[src/hdl/dhse_ram.sv]
// ----------------------------------------------------------------------------
// dhse_ram
// Generic single-write, single-read RAM with registered, enabled read.
// ----------------------------------------------------------------------------
module dhse_ram #(
    parameter int WIDTH = 8,
    parameter int DEPTH = 64,
    localparam int AW   = (DEPTH > 1) ? $clog2(DEPTH) : 1
) (
    input  logic             i_clk,
    input  logic             i_we,
    input  logic [AW-1:0]    i_waddr,
    input  logic [WIDTH-1:0] i_wdata,
    input  logic             i_re,
    input  logic [AW-1:0]    i_raddr,
    output logic [WIDTH-1:0] o_rdata
);
    logic [WIDTH-1:0] r_mem [DEPTH];
    logic [WIDTH-1:0] r_rdata;

    always_ff @(posedge i_clk) begin
        if (i_we) begin
            r_mem[i_waddr] <= i_wdata;
        end
        if (i_re) begin
            r_rdata <= r_mem[i_raddr];
        end
    end

    assign o_rdata = r_rdata;
endmodule

[config.mk]
export PLATFORM = sky130hd
export DESIGN_NAME = dhse_ram
export DESIGN_NICKNAME = d
export VERILOG_FILES = /design/src/hdl/dhse_ram.sv
export SDC_FILE = /design/constraint.sdc
export NUM_CORES = 1
export LEC_CHECK = 0
export BUFFER_PORTS_ARGS = -buffer_cell sky130_fd_sc_hd__buf_2
export CAP_MARGIN = 10
export CORE_ASPECT_RATIO = 1.25
export CORE_UTILIZATION = 40
export CTS_CLUSTER_DIAMETER = 40
export DETAILED_ROUTE_END_ITERATION = 6
export HOLD_SLACK_MARGIN = 0.15
export SLEW_MARGIN = 20
export SYNTH_ARGS = -nofsm -noshare
export SYNTH_HDL_FRONTEND = slang
export SYNTH_SLANG_ARGS = --single-unit
[constraint.sdc]
create_clock -name i_clk -period 3.1 [get_ports i_clk]
set_input_delay 0.62 -clock i_clk [delete_from_list [all_inputs] [get_ports i_clk]]
set_output_delay 0.62 -clock i_clk [all_outputs]
set_load 0.1 [all_outputs]
Yosys cells after proc, flatten, opt, wreduce, memory -nomap -nowiden
Memories as Yosys holds them, arrays and structs flattened. A register that Yosys moved wholly into a read port is not among the register bits. Cells that the tools add are included.

Register bits: 0. Memory bits (writable): 512. Output and inout bits: 8. Word-level logic and storage cells: 3. Memories kept: 1.

Memories: r_mem (depth 64, width 8, rd ports 1, clocked after memory_dff 1, wr ports 1, line 18) `logic [WIDTH-1:0] r_mem [DEPTH];`.

Mux-type cells: 2.

Operators with widths (count): 1-bit two-way mux (2).

Depth between registers and ports, before layout
Gate-level depths: netlist (run 1).

Word-level depth: 2. Gate-level depth with buffers: 9.

Least setup slack after synthesis (run 1)
OpenSTA, ideal clock, no wires.

Path type: in2reg. From: input i_raddr[1]. To: register r_rdata[3] (netlist: o_rdata[3]), read port of r_mem, data pin. Arrival time: 2.160 ns. Required time: 2.834 ns. Setup slack: 0.674 ns. Cell stages on the path: 7. Path buffers: 3. Cells stage by stage: buf_4 buf_2 buf_2 mux4_2 mux4_2 o21ai_1 o41ai_1.

RTL lines: start, declared (line 15) `input logic [AW-1:0] i_raddr,`; end, declared (line 19) `logic [WIDTH-1:0] r_rdata;`.

==> results of run 1 <==
cells in the mapped netlist (all sizes together):
| library cell | count | area, um2 |
|---|---|---|
| o221ai | 8 | 70.1 |
| nand3b | 3 | 22.5 |
| mux2i | 23 | 230 |
| a22oi | 3 | 22.5 |
| a211oi | 4 | 30.0 |
| o221a | 2 | 22.5 |
| a21oi | 3 | 15.0 |
| nor4 | 2 | 12.5 |
| o22ai | 8 | 50.1 |
| o311ai | 1 | 8.76 |
| mux4 | 126 | 2840 |
| and2 | 1 | 6.26 |
| o41ai | 2 | 17.5 |
| nand4b | 1 | 8.76 |
| o2bb2ai | 3 | 26.3 |
| or3 | 1 | 6.26 |
| o21ai | 4 | 20.0 |
| nor2b | 14 | 87.6 |
| a31oi | 1 | 6.26 |
| nor2 | 83 | 312 |
| o21a | 2 | 15.0 |
| nand3 | 13 | 65.1 |
| a2111oi | 2 | 17.5 |
| nand2 | 19 | 71.3 |
| clkbuf | 17 | 63.8 |
| edfxtp | 520 | 15600 |
| a221oi | 6 | 52.6 |
| o2111ai | 3 | 26.3 |
| mux2 | 13 | 146 |
| buf | 34 | 253 |
| nand2b | 7 | 43.8 |
| o32ai | 2 | 17.5 |
| nor3 | 7 | 35.0 |
| nand4 | 2 | 12.5 |
power groups by stage:
stage	Sequential, mW	Combinational, mW	Clock (mW)
after floorplan	8.03	0.415	0
after global placement	7.96	0.833	0
after detailed placement	7.96	0.846	0
after CTS	7.81	0.848	6.97
after global routing	7.81	0.887	7.23
final	7.81	0.835	6.85
area by class of cell:
type	instances	area (um2)
Multi-Input combinational cell	369	4320
Tap cell	651	815
Clock buffer	57	1380
Fill cell	4108	25900
Timing Repair Buffer	147	1130
Clock inverter	44	531
Sequential cell	520	15600
sequential cells by signal, summed over array words and instances, names as in the netlist:
signal / cells
o_rdata: 8
r_mem: 512
worst max-delay path by stage:
stage | cells after the start | endpoint | startpoint | slack [ps]
finish | 6 | o_rdata[6] | i_raddr[0] | 600
global route | 6 | o_rdata[5] | i_raddr[0] | 510
CTS | 6 | o_rdata[5] | i_raddr[0] | 660
detailed placement | 6 | o_rdata[5] | i_raddr[0] | 50
global placement | 6 | o_rdata[5] | i_raddr[0] | -8
floorplan | 7 | o_rdata[3] | i_raddr[1] | 670
kinds of logic (layout without fill, tap and decap cells):
kind of cell | Yosys count | after routing | share of synthesized area, %
mux | 162 | 162 | 15.9
buf+inv | 51 | 248 | 1.56
compound gates | 54 | 54 | 2.06
flops | 520 | 520 | 77.1
simple gates | 153 | 153 | 3.37
per-stage QoR:
step	setup WS, ps	area (um2)	hold slack [ps]	std cells
after global placement	-7.89	21900	884	1687
final	596	23800	406	1788
after CTS	656	23800	380	1788
after floorplan	674	20200	719	940
after global routing	510	23800	388	1788
after detailed placement	48.3	21900	928	1687
layer usage:
| layer | part of all wire (%) | wire length, um |
|---|---|---|
| met1 | 41 | 19300 |
| met2 | 50 | 23600 |
| met3 | 6.0 | 2820 |
| met4 | 2.8 | 1310 |
| met5 | 0.026 | 12 |
==> flow_summary.json, run 1 <==
{
  "grt_setup_unrepaired": "false",
  "io_buffers": 30,
  "core_mm2": 0.0496,
  "via_per_inst": 5.58,
  "start_util_pct": 40.8,
  "arrival_ps": 2810,
  "syn_nets": 963,
  "antenna_found_initial": 1,
  "p_clk_share_pct": 44.2,
  "drt_iter0_drc": 793,
  "num_rows": 91,
  "layout_min_cycle_time_ps": 2500,
  "swShare_pct": 21.2,
  "wl_per_cell_um": 26.3,
  "whs_endpoint": "o_rdata[7]",
  "post_cts_resized": 0,
  "reg2reg_depth": 5,
  "hpwl_mm": 30.4,
  "gr-usage-met1_pct": 25.0,
  "layout_commonest_cell": "edfxtp_1",
  "end_kind": "flip-flop",
  "grt_pass1_wl_mm": 69.5,
  "setup_viol": 0,
  "diodes": 0,
  "drc": 0,
  "yosysSeqAreaShare_pct": 77.1,
  "critPathRequiredTime_ps": 3410,
  "relSlewSlack_pct": 48.3,
  "clock_path_buffers": 3,
  "netlist_instances": 940,
  "drtPass1Iterations": 5,
  "seqPwrFrac_pct": 50.4,
  "path_cells": "clkbuf_8 -> mux4_2 -> mux2_2 -> o221a_2 -> nor3_1 -> o32ai_1",
  "reg2reg_setup_slack_ps": 720,
  "p_int_mw": 12.2,
  "dieArea_mm2": 0.0515,
  "min_from": "i_re",
  "synthToLayoutAreaGrowth_pct": 17.5,
  "skew_ps": 32.1,
  "cts_tree": "built",
  "syn-cell-area_mm2": 0.0202,
  "grt.busiest_layer": "met2",
  "yosys_warnings": 0,
  "cts_sinks": 520,
  "final_util_pct": 47.9,
  "vias": 9969,
  "cts_hold_buf": 0,
  "fmax_mhz": 399,
  "die_w_um": 203,
  "path_buf_inv": 1,
  "grt_pass1_vias": 10300,
  "grt_overflow": 0,
  "cp_slowest_stage_delay_ps": 550,
  "htree_levels": 2,
  "fin_crit_sh_pct": 80.8,
  "ys_seq_elements": 520,
  "insertion_delay_ps": 600,
  "worst_slew_pin_slew_ps": 773,
  "ant_nets": 0,
  "timing.rr.start": "r_mem[21][6]",
  "hold_class": "input pin to flip-flop",
  "slowest_stage": "nor3_1",
  "finalPower_mw": 15.5,
  "use_met3_pct": 2.99,
  "status": "completed",
  "cap_violations": 0,
  "irDropWorstVdd_mv": 0.372,
  "timing.final.hold_violations": 0,
  "synth_cell_types": 39,
  "cp_max_fo": 25,
  "layout.nets": 1115,
  "drv_slew": 0,
  "worst_setup_path_start_kind": "input pin",
  "final_layout_size_suffix_gt1_share_pct": 33.6,
  "finalSetupTns_ps": 0,
  "grtUsageMet2_pct": 31.6,
  "avgSynthCellArea_um2": 21.5,
  "r2r_end": "o_rdata[6]",
  "die_y_um": 254,
  "cts_root_buf": "clkbuf_16",
  "hold_depth": 1,
  "track_usage_pct": 18.8,
  "postRouteWirelength_mm": 47.0,
  "place_congestion": 0.829,
  "p_per_area_mw_per_mm2": 652,
  "grt_max_degree": 65,
  "final_cell_mix": "520 x edfxtp_1, 126 x mux4_2, 112 x buf_4, 83 x nor2_1, 55 x clkbuf_16",
  "post_cts_buffers": 0,
  "ioPinCount": 31,
  "p_switching_mw": 3.29,
  "critical_path.top_delay_family": "multiplexers",
  "cts_made_buffers": 54,
  "comb_power_share_pct": 5.4,
  "clkSlewWorstSetupHoldPaths_ps": 60,
  "cellLeakagePower_nw": 7.64,
  "path_class": "input pin to flip-flop"
}
Note: power is estimated with default switching activity, not from simulation.
==> run 2, diff against run 1 <==
Settings changed: ABC_AREA set to 1.
Clock period 3.1 ns to 2.55 ns, I/O delays scaled along.
==> flow_summary.json, run 2 <==
{
  "synth_edf_count": 520,
  "drv_slew": 0,
  "drc": 0,
  "netlist_instances": 1805,
  "slowest_stage": "buf_2",
  "core_mm2": 0.0528,
  "path_buf_inv": 1,
  "hold_class": "input pin to flip-flop",
  "critPathRequiredTime_ps": 2040,
  "layout_min_cycle_time_ps": 2020,
  "reg2reg_depth": 8,
  "yosys_warnings": 0,
  "yosysTopAreaCell": "edfxtp_1",
  "htree_levels": 2,
  "track_usage_pct": 20.2,
  "ant_nets": 0,
  "ys_seq_elements": 520,
  "multi_input_area_mm2": 0.00495,
  "drt_iter0_drc": 1328,
  "synth_cell_types": 15,
  "wl_met1_mm": 22.1,
  "ioPinCount": 31,
  "drtPass1Iterations": 5,
  "die_w_um": 209,
  "route.met2.wl_mm": 27.7,
  "cp_max_fo": 1,
  "final_layout_size_suffix_gt1_share_pct": 11.8,
  "synth_top_area_share_pct": 72.9,
  "irDropWorstVdd_mv": 0.510,
  "grt_overflow": 0,
  "yosysSeqAreaShare_pct": 72.9,
  "final_util_pct": 46.6,
  "cts_sinks": 520,
  "timing.final.hold_violations": 0,
  "insertion_delay_ps": 600,
  "start_util_pct": 40.6,
  "met3_length_mm": 3.55,
  "timing.rr.start": "r_mem[35][1]",
  "antenna_found_initial": 1,
  "relSlewSlack_pct": 44.6,
  "setup_viol": 0,
  "worst_setup_path_start_kind": "flip-flop",
  "largest_register_ffs": 512,
  "fin_crit_sh_pct": 79.0,
  "via_per_inst": 5.39,
  "status": "completed",
  "finalSetupTns_ps": 0,
  "io_buffers": 30,
  "post-place-ws_ps": 285,
  "reg2reg_setup_slack_ps": 1010,
  "cap_violations": 0,
  "fill_cells": 4690,
  "avgSynthCellArea_um2": 11.9,
  "clkSlewWorstSetupHoldPaths_ps": 60,
  "cp_slowest_stage_delay_ps": 480,
  "cts_made_buffers": 56,
  "grt_pass1_wl_mm": 83.2,
  "holdWs_ps": 324,
  "post_cts_buffers": 0,
  "dieArea_mm2": 0.0545,
  "path_cells": "buf_2",
  "fmax_mhz": 496,
  "cellLeakagePower_nw": 8.95,
  "regMostFlops": "r_mem",
  "critical_path.top_delay_family": "buffers and inverters",
  "synthToLayoutAreaGrowth_pct": 14.8,
  "cts_root_buf": "clkbuf_16",
  "synthTopCellsByArea": "edfxtp_1 73%, nand2_1 11%, nand3_1 10%, buf_6 1.8%, nor2_1 0.98%",
  "r2r_end": "o_rdata[1]",
  "syn-cell-area_mm2": 0.0214,
  "cts_hold_buf": 0,
  "synthArstFlopShare_pct": 0,
  "worst_slew_pin_slew_ps": 831,
  "p_per_area_mw_per_mm2": 778,
  "place_congestion": 0.810,
  "wl_per_cell_um": 21.2,
  "grt_setup_unrepaired": "false",
  "layout_commonest_cell": "nand2_1",
  "syn_nets": 1828,
  "fin_ws_ps": 534,
  "die_y_um": 261,
  "layout.nets": 1907,
  "path_class": "flip-flop to output port",
  "synthFlopType": "edfxtp_1",
  "cts_tree": "built",
  "skew_ps": 31.8,
  "yosys-top-cells-count": "648 x nand2_1, 520 x edfxtp_1, 439 x nand3_1",
  "num_rows": 94,
  "critPathLaunch": "o_rdata[2]",
  "grt_max_degree": 115,
  "post_cts_resized": 0,
  "end_kind": "output port",
  "arrival_ps": 1510,
  "grt_pass1_vias": 13800,
  "topRoutingLayerUsed": "met4",
  "vias": 14000,
  "regArea_mm2": 0.0156,
  "hpwl_mm": 32.5,
  "crit_end": "o_rdata[2]",
  "synth.most_common_cell": "nand2_1",
  "cp.depth": 1,
  "final_cell_mix": "648 x nand2_1, 520 x edfxtp_1, 439 x nand3_1, 83 x buf_4",
  "clock_path_buffers": 3,
  "postRouteWirelength_mm": 55.0
}
-- run 2: cells by family after synthesis --
family | Yosys count | synth area share (%)
AND/OR/NAND/NOR | 1160 | 23.1
buffers and inverters | 125 | 4.01
flip-flops | 520 | 72.9
-- run 2: layer usage --
layer	global-route usage (%)	up-vias
li1	-	6508
met1	25.6	6901
met2	35.4	522
met3	2.70	93
met4	7.52	0
met5	0	-
-- run 2: power breakdown --
group          switching [mW]  internal, mW
clock                    3.41          5.00
combinational           0.908         0.313
sequential             0.0272          9.48
-- run 2: layout make-up --
cell class,count,share of cell area [%]
Antenna cell,1,0.0102
Sequential cell,520,63.5
Inverter,12,0.214
Clock buffer,61,5.77
Clock inverter,40,2.05
Timing Repair Buffer,134,4.94
Multi-Input combinational cell,1160,20.1
Tap cell,672,3.42
-- run 2: how the worst min path moves through the flow --
| stage | startpoint | to | slack [ps] | cells past startpoint |
|---|---|---|---|---|
| final | i_re | o_rdata[7] | 320 | 1 |
| after global routing | i_re | o_rdata[7] | 300 | 1 |
| after CTS | i_re | o_rdata[7] | 290 | 1 |
| after detailed placement | r_mem[54][6] | o_rdata[6] | 900 | 8 |
| after global placement | r_mem[52][0] | o_rdata[0] | 880 | 8 |
| after floorplan | i_wdata[0] | r_mem[0][0] | 610 | 0 |
-- run 2: per-stage QoR --
step | instance area, um2 | std cells | total power [mW]
floorplan | 21400 | 1805 | 10.4
global route | 24600 | 2600 | 19.7
global placement | 22700 | 2498 | 10.9
CTS | 24600 | 2599 | 19.3
finish | 24600 | 2600 | 19.1
detailed placement | 22700 | 2498 | 10.9
==> run 3, diff against run 2 <==
Clock period 2.55 ns to 1.9 ns, I/O delays scaled along.
==> flow_summary.json, run 3 (same netlist as run 2, synthesis figures left out) <==
{
  "cts_root_buf": "clkbuf_16",
  "regMostFlops": "r_mem",
  "grt_pass1_wl_mm": 84.0,
  "cts_tree": "built",
  "path_cells": "buf_2",
  "setup_viol": 0,
  "hold_class": "input pin to flip-flop",
  "drtPass1Iterations": 7,
  "start_util_pct": 40.6,
  "clock_path_buffers": 3,
  "final_cell_mix": "648 x nand2_1, 520 x edfxtp_1, 439 x nand3_1, 112 x buf_4, 56 x nor2_1",
  "track_usage_pct": 20.6,
  "synthToLayoutAreaGrowth_pct": 15.7,
  "core_mm2": 0.0528,
  "slowest_stage": "buf_2",
  "fin_crit_sh_pct": 98.3,
  "path_class": "flip-flop to output port",
  "cp_max_fo": 1,
  "place_congestion": 0.865,
  "layout_commonest_cell": "nand2_1",
  "irDropWorstVdd_mv": 0.622,
  "relSlewSlack_pct": 67.0,
  "ant_nets": 0,
  "hold_depth": 1,
  "post-place-ws_ps": -143,
  "p_per_area_mw_per_mm2": 1010,
  "final_util_pct": 46.9,
  "post_cts_buffers": 0,
  "final_layout_size_suffix_gt1_share_pct": 12.7,
  "wl_per_cell_um": 21.0,
  "topRoutingLayerUsed": "met5",
  "fin_ws_ps": 32.8,
  "arrival_ps": 1490,
  "worst_setup_path_start_kind": "flip-flop",
  "cp_slowest_stage_delay_ps": 450,
  "status": "completed",
  "wl_met1_mm": 22.3,
  "grt_pass1_vias": 13900,
  "htree_levels": 2,
  "insertion_delay_ps": 620,
  "largest_register_ffs": 512,
  "fmax_mhz": 536,
  "drv_slew": 0,
  "route.met2.wl_mm": 28.2,
  "num_rows": 94,
  "layout_min_cycle_time_ps": 1870,
  "die_y_um": 261,
  "path_buf_inv": 1,
  "antenna_found_initial": 2,
  "post_cts_resized": 0,
  "dp.cells": 2532,
  "critPathRequiredTime_ps": 1520,
  "cap_violations": 0,
  "io_buffers": 30,
  "grt_setup_unrepaired": "false",
  "worst_slew_pin_slew_ps": 499,
  "finalPower_mw": 25.1,
  "drt_iter0_drc": 1285,
  "end_kind": "output port",
  "cts_made_buffers": 54,
  "cts_sinks": 520,
  "instances_no_fill": 2629,
  "skew_ps": 24.6,
  "timing.final.hold_violations": 0,
  "dieArea_mm2": 0.0545,
  "ioPinCount": 31,
  "cts_hold_buf": 1,
  "cellLeakagePower_nw": 9.07,
  "reg2reg_depth": 8,
  "via_per_inst": 5.33,
  "finalSetupTns_ps": 0,
  "vias": 14000,
  "clkSlewWorstSetupHoldPaths_ps": 60,
  "grt_max_degree": 91,
  "postRouteWirelength_mm": 55.3,
  "grt_overflow": 0,
  "cp.depth": 1,
  "die_w_um": 209,
  "layout.nets": 1940,
  "diodes": 0,
  "met3_length_mm": 3.19,
  "hpwl_mm": 33.9,
  "reg2reg_setup_slack_ps": 320,
  "drc": 0,
  "critical_path.top_delay_family": "buffers and inverters"
}
==> run 3: per-stage QoR <==
step	cell area [um2]	hold WS, ps
after floorplan	21400	479
after global placement	23000	776
after detailed placement	23000	776
after CTS	24800	222
after global routing	24800	254
final	24800	246
==> run 3: area by class of cell <==
| type | instances | area (um2) |
|---|---|---|
| Fill cell | 4706 | 28000 |
| Sequential cell | 520 | 15600 |
| Multi-Input combinational cell | 1160 | 4950 |
| Timing Repair Buffer | 169 | 1540 |
| Clock buffer | 65 | 1410 |
| Tap cell | 672 | 841 |
| Clock inverter | 31 | 363 |
| Inverter | 12 | 52.6 |
==> run 3: worst paths after layout <==
kind / startpoint / end
worst min-delay path: i_wdata[1] / r_mem[48][1]
worst max register to register: r_mem[26][7] / o_rdata[7]
worst max-delay path: o_rdata[3] / o_rdata[3]
worst min register to register: r_mem[14][5] / o_rdata[5]
==> run 3: metal layers <==
metal  track usage [%]  up-vias
met5                 0        -
met4              7.76        4
met3              2.48       90
met2              36.3      471
met1              25.8     6868
li1                  -     6569
==> run 3: worst register-to-register path, delay by kind of cell, from the launching register on <==
| kind | cells | cell delay [ps] |
|---|---|---|
| flip-flops | 1 | 360 |
| AND/OR/NAND/NOR | 8 | 970 |
==> run 3: report_power, final <==
part	switching, mW	internal [mW]
clock	4.40	6.26
sequential	0.0301	12.7
combinational	1.24	0.475
total	5.67	19.5
