--- src/hdl/dhse_pkg.sv ---
// ----------------------------------------------------------------------------
// dhse_pkg
// Types, character codes and helper functions shared by the Digest header
// SHA-256 extractor.
// ----------------------------------------------------------------------------
package dhse_pkg;

    // Character codes
    localparam logic [7:0] CH_NUL   = 8'h00;
    localparam logic [7:0] CH_TAB   = 8'h09;
    localparam logic [7:0] CH_SPACE = 8'h20;
    localparam logic [7:0] CH_COMMA = 8'h2C;
    localparam logic [7:0] CH_EQ    = 8'h3D;
    localparam logic [7:0] CH_UP_A  = 8'h41;
    localparam logic [7:0] CH_UP_F  = 8'h46;
    localparam logic [7:0] CH_UP_Z  = 8'h5A;
    localparam logic [7:0] CASE_OFS = 8'h20;

    // Accepted algorithm name lengths and the name length saturation value
    localparam logic [3:0] LEN_DASHED = 4'd7;
    localparam logic [3:0] LEN_PLAIN  = 4'd6;
    localparam logic [3:0] LEN_SAT    = 4'd8;

    // Parser phase
    typedef enum logic [2:0] {
        PH_SKIP  = 3'b001,
        PH_NAME  = 3'b010,
        PH_VALUE = 3'b100
    } t_phase;

    // Input item
    typedef struct packed {
        logic [7:0] ch;
    } t_in_item;

    // Result item
    typedef struct packed {
        logic       found;
        logic [7:0] hex_char;
        logic [5:0] char_index;
        logic       last;
    } t_out_item;

    // Parser to emitter: start a result burst
    typedef struct packed {
        logic start;
        logic found;
    } t_emit_cmd;

    // "sha-256", one character per position
    function automatic logic [7:0] dashed_at(input logic [2:0] idx);
        logic [7:0] c;
        unique case (idx)
            3'd0:    c = 8'h73; // s
            3'd1:    c = 8'h68; // h
            3'd2:    c = 8'h61; // a
            3'd3:    c = 8'h2D; // -
            3'd4:    c = 8'h32; // 2
            3'd5:    c = 8'h35; // 5
            3'd6:    c = 8'h36; // 6
            default: c = CH_NUL;
        endcase
        return c;
    endfunction

    // "sha256", one character per position
    function automatic logic [7:0] plain_at(input logic [2:0] idx);
        logic [7:0] c;
        unique case (idx)
            3'd0:    c = 8'h73; // s
            3'd1:    c = 8'h68; // h
            3'd2:    c = 8'h61; // a
            3'd3:    c = 8'h32; // 2
            3'd4:    c = 8'h35; // 5
            3'd5:    c = 8'h36; // 6
            default: c = CH_NUL;
        endcase
        return c;
    endfunction

    // Full A-Z fold, used on algorithm names
    function automatic logic [7:0] to_lower(input logic [7:0] c);
        logic [7:0] r;
        r = c;
        if (c >= CH_UP_A && c <= CH_UP_Z) begin
            r = c + CASE_OFS;
        end
        return r;
    endfunction

    // A-F fold only, used on digest characters
    function automatic logic [7:0] fold_hex(input logic [7:0] c);
        logic [7:0] r;
        r = c;
        if (c >= CH_UP_A && c <= CH_UP_F) begin
            r = c + CASE_OFS;
        end
        return r;
    endfunction

endpackage

--- src/hdl/dhse_stream_if.sv ---
// ----------------------------------------------------------------------------
// dhse_stream_if
// Valid/ready stream channel; the payload type is set per instance.
// ----------------------------------------------------------------------------
interface dhse_stream_if #(
    parameter type T = logic [7:0]
) ();
    logic valid;
    logic ready;
    T     data;

    modport source (output valid, output data, input ready);
    modport sink   (input valid, input data, output ready);
endinterface

--- src/hdl/dhse_emitter.sv ---
// ----------------------------------------------------------------------------
// dhse_emitter
// Result burst: walks the digest buffer, one read per cycle while the output
// is not stalled, through a read stage and the output register.
// ----------------------------------------------------------------------------
module dhse_emitter
    import dhse_pkg::*;
#(
    parameter int DIGEST_CHARS = 64,
    localparam int AW = $clog2(DIGEST_CHARS)
) (
    input  logic          i_clk,
    input  logic          i_rst_n,
    input  t_emit_cmd     i_cmd,
    output logic          o_busy,
    output logic          o_re,
    output logic [AW-1:0] o_raddr,
    input  logic [7:0]    i_rdata,
    dhse_stream_if.source o_out
);
    localparam logic [AW-1:0] LAST_IDX = AW'(DIGEST_CHARS - 1);

    // Burst control
    logic          r_busy;
    logic          r_mode_found;
    logic [AW-1:0] r_cnt;

    // Read stage (data sits in the RAM read register)
    logic          r_a_valid;
    logic          r_a_found;
    logic          r_a_last;
    logic [AW-1:0] r_a_idx;

    // Output register
    logic          r_o_valid;
    t_out_item     r_o;

    logic b_ready;
    logic a_adv;
    logic a_ready;
    logic issue;
    logic issue_last;

    assign b_ready    = !r_o_valid || o_out.ready;
    assign a_adv      = r_a_valid && b_ready;
    assign a_ready    = !r_a_valid || a_adv;
    assign issue      = r_busy && a_ready;
    assign issue_last = !r_mode_found || (r_cnt == LAST_IDX);

    assign o_busy  = r_busy;
    assign o_re    = issue;
    assign o_raddr = r_cnt;

    // Burst counter
    always_ff @(posedge i_clk) begin
        if (!i_rst_n) begin
            r_busy <= 1'b0;
        end else if (i_cmd.start) begin
            r_busy <= 1'b1;
        end else if (issue && issue_last) begin
            r_busy <= 1'b0;
        end
    end

    always_ff @(posedge i_clk) begin
        if (i_cmd.start) begin
            r_cnt        <= '0;
            r_mode_found <= i_cmd.found;
        end else if (issue) begin
            r_cnt <= r_cnt + AW'(1);
        end
    end

    // Read stage
    always_ff @(posedge i_clk) begin
        if (!i_rst_n) begin
            r_a_valid <= 1'b0;
        end else if (issue) begin
            r_a_valid <= 1'b1;
        end else if (a_adv) begin
            r_a_valid <= 1'b0;
        end
    end

    always_ff @(posedge i_clk) begin
        if (issue) begin
            r_a_found <= r_mode_found;
            r_a_last  <= issue_last;
            r_a_idx   <= r_cnt;
        end
    end

    // Output register
    always_ff @(posedge i_clk) begin
        if (!i_rst_n) begin
            r_o_valid <= 1'b0;
        end else if (b_ready) begin
            r_o_valid <= r_a_valid;
        end
    end

    always_ff @(posedge i_clk) begin
        if (a_adv) begin
            r_o.found      <= r_a_found;
            r_o.hex_char   <= r_a_found ? i_rdata : CH_NUL;
            r_o.char_index <= r_a_found ? 6'(r_a_idx) : 6'd0;
            r_o.last       <= r_a_last;
        end
    end

    assign o_out.valid = r_o_valid;
    assign o_out.data  = r_o;

    // A new burst never arrives over a running one
    a_no_overlap: assert property (@(posedge i_clk) disable iff (!i_rst_n)
        i_cmd.start |-> !r_busy)
        else $error("burst start while busy");

    // Issuing the final read ends the burst
    a_last_ends: assert property (@(posedge i_clk) disable iff (!i_rst_n)
        (issue && issue_last && !i_cmd.start) |=> !r_busy)
        else $error("burst did not end after its final read");

    // A not-found result is a single zero item marked last
    a_notfound_form: assert property (@(posedge i_clk) disable iff (!i_rst_n)
        (r_o_valid && !r_o.found) |-> (r_o.last && r_o.hex_char == CH_NUL))
        else $error("malformed not-found result");
endmodule

--- src/flat_wrapper.sv ---
// flat-port wrapper written by rule: the top's interface ports become plain ports
module dhse_emitter_flat import dhse_pkg::*;
#(
    parameter int DIGEST_CHARS = 64,
    localparam int AW = $clog2(DIGEST_CHARS)
)
  (i_clk, i_rst_n, i_cmd, o_busy, o_re, o_raddr, i_rdata, o_out_valid, o_out_data, o_out_ready);
  dhse_stream_if o_out_i ();
  input  logic i_clk;
  input  logic i_rst_n;
  input  t_emit_cmd i_cmd;
  output logic o_busy;
  output logic o_re;
  output logic [AW-1:0] o_raddr;
  input  logic [7:0] i_rdata;
  output wire logic [$bits(o_out_i.valid)-1:0] o_out_valid;
  output wire logic [$bits(o_out_i.data)-1:0] o_out_data;
  input wire logic [$bits(o_out_i.ready)-1:0] o_out_ready;
  assign o_out_valid = o_out_i.valid;
  assign o_out_data = o_out_i.data;
  assign o_out_i.ready = o_out_ready;
  dhse_emitter #(.DIGEST_CHARS(DIGEST_CHARS)) u_core (.i_clk(i_clk), .i_rst_n(i_rst_n), .i_cmd(i_cmd), .o_busy(o_busy), .o_re(o_re), .o_raddr(o_raddr), .i_rdata(i_rdata), .o_out(o_out_i));
endmodule
--- config.mk ---
export PLATFORM = sky130hd
export DESIGN_NAME = dhse_emitter_flat
export DESIGN_NICKNAME = d
export VERILOG_FILES = /design/src/hdl/dhse_pkg.sv /design/src/hdl/dhse_stream_if.sv /design/src/hdl/dhse_emitter.sv /design/src/flat_wrapper.sv
export SDC_FILE = /design/constraint.sdc
export NUM_CORES = 1
export LEC_CHECK = 0
export BUFFER_PORTS_ARGS = -buffer_cell sky130_fd_sc_hd__buf_2
export CORE_UTILIZATION = 35
export CTS_BUF_LIST = sky130_fd_sc_hd__clkbuf_4
export DETAILED_ROUTE_END_ITERATION = 8
export HOLD_SLACK_MARGIN = 0.03
export PLACE_DENSITY = 0.58
export RECOVER_POWER = 100
export SETUP_SLACK_MARGIN = 0.2
export SYNTH_ARGS = -nofsm -noshare
export SYNTH_HDL_FRONTEND = slang
export SYNTH_SLANG_ARGS = --single-unit
--- constraint.sdc ---
create_clock -name i_clk -period 1.7 [get_ports i_clk]
set_clock_uncertainty 0.05 [all_clocks]
set_input_delay 0.34 -clock i_clk [delete_from_list [all_inputs] [get_ports i_clk]]
set_output_delay 0.34 -clock i_clk [all_outputs]
set_load 0.005 [all_outputs]
# Yosys cells after proc, flatten, opt, wreduce, memory -nomap -nowiden
# Cells that the tools add are included.
[totals]
ff_bits = 26
inputBits = 13
output_inout_bits = 17
word_cells = 28
[op_classes]
n_addsub = 1
n_eq_ne = 1
mux = 4
n_reduce_logical = 11
[ops]
columns = ["cell", "n"]
rows = [
  ["6-bit by 1-bit adder with 6-bit output (second input constant)", 1],
  ["6-bit equality test (second input constant)", 1],
  ["1-bit 2-to-1 mux", 4],
  ["2-bit nonzero test", 2],
  ["1-bit logical AND", 3],
  ["1-bit logical NOT", 3],
  ["1-bit logical OR", 3],
]

# Logic depth before layout (Yosys ltp)
# Gate-level depths: netlist (run 1).
[logic_depth]
word_depth = 8
ltp_mapped = 4
mapped_depth_nobuf = 4

# Worst setup path before layout (run 1)
# No wires, ideal clock.
[synth_timing]
path_type = "input port to flip-flop"
from = "input port o_out_ready"
to = "register u_core.r_a_found, enable pin"
setup_time_ns = 0.377
arrival_time_ns = 1.115
required_time_ns = 1.273
slack_ns = 0.158
cell_stages = 3
path_buffers = 1
path_cell_list = "and3b_1 -> buf_4 -> nor2_1"
[synth_via]
elab_chain_cells = 4
[synth_lines]
columns = ["element", "line", "rtl"]
rows = [
  ["from (decl)", "flat_wrapper.sv:18", "input wire logic [$bits(o_out_i.ready)-1:0] o_out_ready;"],
  ["1-bit logical OR", "dhse_emitter.sv:44", "assign b_ready = !r_o_valid || o_out.ready;"],
  ["1-bit logical AND", "dhse_emitter.sv:45", "assign a_adv = r_a_valid && b_ready;"],
  ["1-bit logical OR", "dhse_emitter.sv:46", "assign a_ready = !r_a_valid || a_adv;"],
  ["1-bit logical AND", "dhse_emitter.sv:47", "assign issue = r_busy && a_ready;"],
  ["net o_re", "flat_wrapper.sv:13", "output logic o_re;"],
  ["to (signal assigned)", "dhse_emitter.sv:87", "r_a_found <= r_mode_found;"],
  ["to (decl)", "dhse_emitter.sv:30", "logic r_a_found;"],
]
# The timed path passes the listed nets, and every way through them passes these cells.
# A chain may end at the register's enable or synchronous reset.

# Worst setup path in the final report (run 1)
[layout_timing]
from = "register u_core.r_o_valid, in the netlist u_core.o_out.valid"
to = "register u_core.r_cnt[5], in the netlist u_core.o_raddr[5]"
[layout_via]
elab_chain_cells = 5
[layout_lines]
columns = ["element", "line", "rtl"]
rows = [
  ["from (decl)", "dhse_emitter.sv:35", "logic r_o_valid;"],
  ["from (signal assigned)", "dhse_emitter.sv:98", "r_o_valid <= r_a_valid;"],
  ["1-bit logical NOT", "dhse_emitter.sv:44", ""],
  ["1-bit logical OR", "dhse_emitter.sv:44", ""],
  ["1-bit logical AND", "dhse_emitter.sv:45", ""],
  ["1-bit logical OR", "dhse_emitter.sv:46", ""],
  ["1-bit logical AND", "dhse_emitter.sv:47", ""],
  ["to (signal assigned)", "dhse_emitter.sv:70", "r_cnt <= r_cnt + AW'(1);"],
  ["to (decl)", "dhse_emitter.sv:26", "logic [AW-1:0] r_cnt;"],
]
# No other way between the ends.

==> results.toml, run 1 <==
[yosys]
avgSynthCellArea_um2 = 13.55
seq_area_frac_synth_pct = 70.77
syn-cell-area_um2 = 975.9
ys_ff_latch = 26
synth_cell_type_count = 24
synth_cells = 72
synthesis.nets = 86
yosysWarnings = 0

[setup_path]
cp_max_fo = 10
r2r_slack_ns = 0.21
critPathKind = "flip-flop to flip-flop"
cp.required_ns = 1.90
cp.arrival_ns = 1.70
critical-path-top-delay-family = "simple AND/OR/NAND/NOR gates"
path_buf_inv = 1
cp_cell_sequence = "and3b_1 > clkbuf_1 > or4_1 > a21oi_1"
max_stage_delay_ns = 0.52
critPathSlowestCell = "or4_1"
crit_path_end_kind = "flip-flop"
startpoint_type = "flip-flop"

[outcome]
outcome = "finished clean"

[routing]
wl_mm = 1.524
drtPass1Iterations = 4
viasPerCell = 5.008
via_count = 646
wl_per_cell_um = 11.81
drc = 0
drt_iter0_drc = 10
ant_nets = 0

[sta]
rsz0062_at_grt = "true"
fin_tns_setup_ns = 0
min_period_ns = 1.494
drv_slew = 0
setup_viol = 0
fmax_mhz = 669.4
relSlewSlack_pct = 68.51
hold_viol = 0
worstMarginPinSlew_ns = 0.4724
finalCritPeriodShare_pct = 87.87

[floorplanning]
start_util_pct = 38.35
die_w_um = 54.81
ios = 30
design.core.area_um2 = 2545
die_y_um = 54.81
dieArea_um2 = 3004
row_count = 18

[grt]
grt_pass1_wl_mm = 2.525
grt_max_degree = 16
grt_use_total_pct = 12.18
antenna_found_initial = 0
grt_pass1_vias = 582
grt_overflow = 0

[clock_tree]
postCtsHoldBufs = 0
cts.clk_slew.worst_paths_ns = 0.13
worstSkewPairLatency_ns = 0.31
cts_buffers = 3
cts_buffer_depth = 2
htree_levels = 1
root_buffer = "clkbuf_4"
cts_tree = "yes"
cts.sinks = 26

[layout]
final_nets = 114
diodes = 0
drive_gt1_share_pct = 20.20
fill_cells = 246
area_growth_pct = 18.97
fin_util_pct = 45.62

[power_and_ir_drop]
combPwrFrac_pct = 4.7
switching_share_pct = 18.90
power_density_nw_per_um2 = 1023
vdd_drop_max_v = 0.0007562
power_switching_mw = 0.2244
p_leak_nw = 0.4246
p_int_mw = 0.9631
pwr-share-clk_pct = 35.0
sequentialPowerShare_pct = 60.3

[worst_hold_path]
hold_path_class = "input pin to flip-flop"

[place]
io_buffers = 22
dp_hpwl_mm = 1.113
gp_congestion = 0.6962

[run]
drv_cap = 0
-- layout by cell type, fill, tap and decap left out, drive strengths merged --
| master | n |
|---|---|
| a21boi | 1 |
| a21oi | 6 |
| a311oi | 1 |
| a31o | 1 |
| and2 | 7 |
| and3b | 1 |
| buf | 13 |
| bufinv | 1 |
| clkbuf | 15 |
| dfxtp | 9 |
| edfxtp | 17 |
| ha | 1 |
| inv | 2 |
| nand2 | 2 |
| nand3 | 2 |
| nand3b | 1 |
| nand4 | 2 |
| nor2 | 3 |
| nor2b | 2 |
| o21a | 1 |
| o21ai | 6 |
| o31ai | 1 |
| or3 | 3 |
| or4 | 1 |
-- cell usage after synthesis --
master	instances	share of area, %
dfxtp_1	9	18
nand4_1	1	0.64
nand3b_1	1	0.77
or4_1	1	0.77
and3b_1	1	0.90
buf_4	1	0.77
o21ai_0	6	3.1
a21boi_0	1	0.77
ha_1	1	1.3
a21oi_1	6	3.1
buf_6	1	1.2
a31o_2	1	0.90
o21a_1	1	0.77
nand4_2	1	1.3
nand3_1	2	1.0
nor2_1	3	1.2
edfxtp_1	17	52
and2_1	7	4.5
inv_1	2	0.77
nor2b_1	2	1.3
o31ai_1	1	0.77
nand2_1	2	0.77
or3_1	3	1.9
a311oi_1	1	0.90
-- power by group through the flow --
stage          Combinational, mW  Clock (mW)  Sequential (mW)
2_1_floorplan             0.0321           0            0.729
3_3_place_gp              0.0604           0            0.729
3_5_place_dp              0.0621           0            0.731
4_1_cts                   0.0625       0.429            0.717
5_1_grt                   0.0635       0.450            0.720
6_report                  0.0555       0.415            0.717
-- through the flow --
stage / hold slack (ns) / power [mW] / setup slack (ns) / instance area, um2 / instances
after detailed placement: 0.3625 / 0.7928 / 0.2006 / 1122 / 124
after global placement: 0.3569 / 0.7896 / 0.2133 / 1122 / 124
after CTS: 0.1288 / 1.208 / 0.2036 / 1186 / 129
final: 0.1416 / 1.187 / 0.2062 / 1161 / 129
after global routing: 0.1293 / 1.234 / 0.1269 / 1161 / 129
after floorplan: 0.3503 / 0.7611 / 0.3432 / 978.4 / 72
-- registers in the layout (all words and copies together), names as in the netlist --
register,count
u_core.r_a_valid,1
u_core.o_out.valid,1
u_core.r_a_idx,6
u_core.r_mode_found,1
u_core.o_busy,1
u_core.o_raddr,6
u_core.r_a_found,1
u_core.o_out.data,8
u_core.r_a_last,1
-- worst register-to-register path: stages, from the launching register on --
cell	delay (ns)
dfxtp_1	0.35
and3b_1	0.20
clkbuf_1	0.19
or4_1	0.53
a21oi_1	0.12
-- final timing paths --
kind | startpoint | to | cells past startpoint
setup / recovery | u_core.o_out.valid | u_core.o_raddr[5] | 4
hold / removal | i_cmd[0] | u_core.r_mode_found | 1
setup reg to reg | u_core.o_out.valid | u_core.o_raddr[5] | 4
hold reg to reg | u_core.r_a_last | u_core.o_out.data[0] | 0
-- kinds of logic after synthesis --
group | Yosys count | synth area share, %
and+or+nand+nor | 24 | 15.00
AOI/OAI and AO/OA | 17 | 10.26
buffers and inverters | 4 | 2.693
DFF | 26 | 70.77
adders and majority gates | 1 | 1.282
-- area by class of cell --
cell class,count,area [um2],share of cell area (%)
tap,30,37.54,3.233
timing repair buffer,25,110.1,9.483
sequential,26,694.4,59.81
multi-input combinational,42,259.0,22.31
clock inverter,1,30.03,2.586
inverter,2,7.507,0.6466
clock buffer,3,22.52,1.940
-- layer usage --
layer | vias to the layer above | wire length [um] | GRT usage, %
met1 | 301 | 716 | 14.41
li1 | 323 | - | -
met5 | - | 0 | 0
met3 | 2 | 110 | 5.000
met2 | 20 | 686 | 20.28
met4 | 0 | 10 | 2.991
-- repair_timing --
item,CTS,global route
gates resized for setup,3,1
gates cloned,0,0
endpoints found under the hold margin,0,0
pin swaps,1,1
setup endpoints to repair,1,2
buffers inserted,1,0
No activity file was read; power rests on OpenSTA's default activity.
==> run 2: changes to the inputs <==
GPL_TIMING_DRIVEN = 0   (was not set)
==> results.toml, run 2 (same netlist as run 1, synthesis figures left out) <==
[clock_tree]
root_buffer = "clkbuf_4"
cts_tree = "yes"
worstSkewPairLatency_ns = 0.32
postCtsHoldBufs = 0
cts.clk_slew.worst_paths_ns = 0.13
cts_buffer_depth = 2
htree_levels = 1
cts.sinks = 26
cts_buffers = 3

[place]
dp_hpwl_mm = 1.178
placed_area_um2 = 1126
io_buffers = 22
place_inst = 124
gp_congestion = 0.7085

[setup_path]
critPathKind = "flip-flop to primary output"
crit_path_end_kind = "primary output"
cp.arrival_ns = 1.17
ff2ff_path_depth = 3
startpoint_type = "flip-flop"
max_stage_delay_ns = 0.47
critPathSlowestCell = "dfxtp_1"
r2r_end = "u_core.o_out.data[5]"
critical-path-top-delay-family = "flip-flops"
cp.required_ns = 1.31
r2r_slack_ns = 0.19
cp_num_cells = 3
worstSetupEndpoint = "o_re"
cp_max_fo = 7
crit_path_start = "u_core.o_busy"
path_buf_inv = 2
cp_cell_sequence = "inv_1 > nor2_4 > buf_2"
r2r_start = "u_core.o_out.valid"

[sta]
min_period_ns = 1.562
relSlewSlack_pct = 56.96
rsz0062_at_grt = "true"
worstMarginPinSlew_ns = 0.6443
setup_viol = 0
fmax_mhz = 640.1
hold_slack_ns = 0.1437
hold_viol = 0
finalCritPeriodShare_pct = 91.89
drv_slew = 0

[routing]
wl_mm = 1.674
viasPerCell = 4.985
drtPass1Iterations = 4
drt_iter0_drc = 19
ant_nets = 0
via_count = 668
wl_per_cell_um = 12.49
drc = 0

[layout]
final_common_cell = "edfxtp_1"
drive_gt1_share_pct = 25.00
multi_input_area_um2 = 260.3
stdcell_count = 134
fill_cells = 272
largest_reg_flops = 8
area_growth_pct = 21.54
regArea_um2 = 690.7
final_area_um2 = 1186
fin_util_pct = 46.61
final_nets = 119
diodes = 0
final_cell_mix = "edfxtp_1, buf_2, clkbuf_1"

[floorplanning]
row_count = 18
die_y_um = 54.81
design.core.area_um2 = 2545
start_util_pct = 38.35
dieArea_um2 = 3004
die_w_um = 54.81
ios = 30

[power_and_ir_drop]
vdd_drop_max_v = 0.0004406
power_switching_mw = 0.2213
finalPower_mw = 1.062
pwr-share-clk_pct = 26.4
power_density_nw_per_um2 = 895.6
p_leak_nw = 0.4415
switching_share_pct = 20.83
sequentialPowerShare_pct = 67.3
combPwrFrac_pct = 6.3
p_int_mw = 0.8410

[grt]
grt_pass1_wl_mm = 2.815
grt_use_total_pct = 13.93
grt_max_degree = 15
grt_overflow = 0
grt_pass1_vias = 625
antenna_found_initial = 0

[worst_hold_path]
hold_path_class = "input pin to flip-flop"

[run]
drv_cap = 0

[outcome]
outcome = "finished clean"
run 2: how the worst min path moves through the flow:
stage / startpoint / to / slack, ns / depth (start not counted)
6_report: i_cmd[0] / u_core.r_mode_found / 0.14 / 1
5_1_grt: i_cmd[0] / u_core.r_mode_found / 0.12 / 1
3_5_place_dp: u_core.r_a_last / u_core.o_out.data[0] / 0.38 / 0
3_3_place_gp: u_core.r_a_last / u_core.o_out.data[0] / 0.36 / 0
2_1_floorplan: u_core.r_a_last / u_core.o_out.data[0] / 0.35 / 0
4_1_cts: i_cmd[0] / u_core.r_mode_found / 0.13 / 1
run 2: final cells by class:
cell class,instances,share of cell area (%)
clock buffer,4,2.532
buffer,2,1.899
timing repair buffer,28,11.60
sequential,26,58.23
tap,30,3.165
inverter,2,0.6329
multi-input combinational,42,21.94
run 2: stage by stage:
stage	setup TNS [ns]	worst slack [ns]
finish	0	0.1378
global route	0	0.06485
CTS	0	0.1221
detailed placement	-0.07851	-0.07851
global placement	-0.05245	-0.05245
floorplan	0	0.3432
run 2: power by group through the flow:
stage               registers (mW)  logic, mW  clock network (mW)
CTS                          0.716     0.0696               0.290
floorplan                    0.729     0.0321                   0
global placement             0.730     0.0592                   0
finish                       0.715     0.0674               0.280
detailed placement           0.731     0.0614                   0
global route                 0.719     0.0758               0.308
run 2: repair_timing:
| action | in CTS | in global routing |
|---|---|---|
| setup endpoints to repair | 9 | 11 |
| pin swaps | 2 | 3 |
| hold endpoints to repair | 0 | 0 |
| gates cloned | 0 | 0 |
| gates resized for setup | 4 | 6 |
| buffers inserted | 5 | 1 |
run 2: routing by layer:
| layer | GRT usage [%] | routed length [um] | share of wire (%) |
|---|---|---|---|
| met1 | 16.15 | 656 | 39 |
| met3 | 2.500 | 111 | 6.6 |
| met5 | 0 | 0 | 0 |
| met4 | 8.974 | 46 | 2.7 |
| met2 | 23.29 | 859 | 51 |
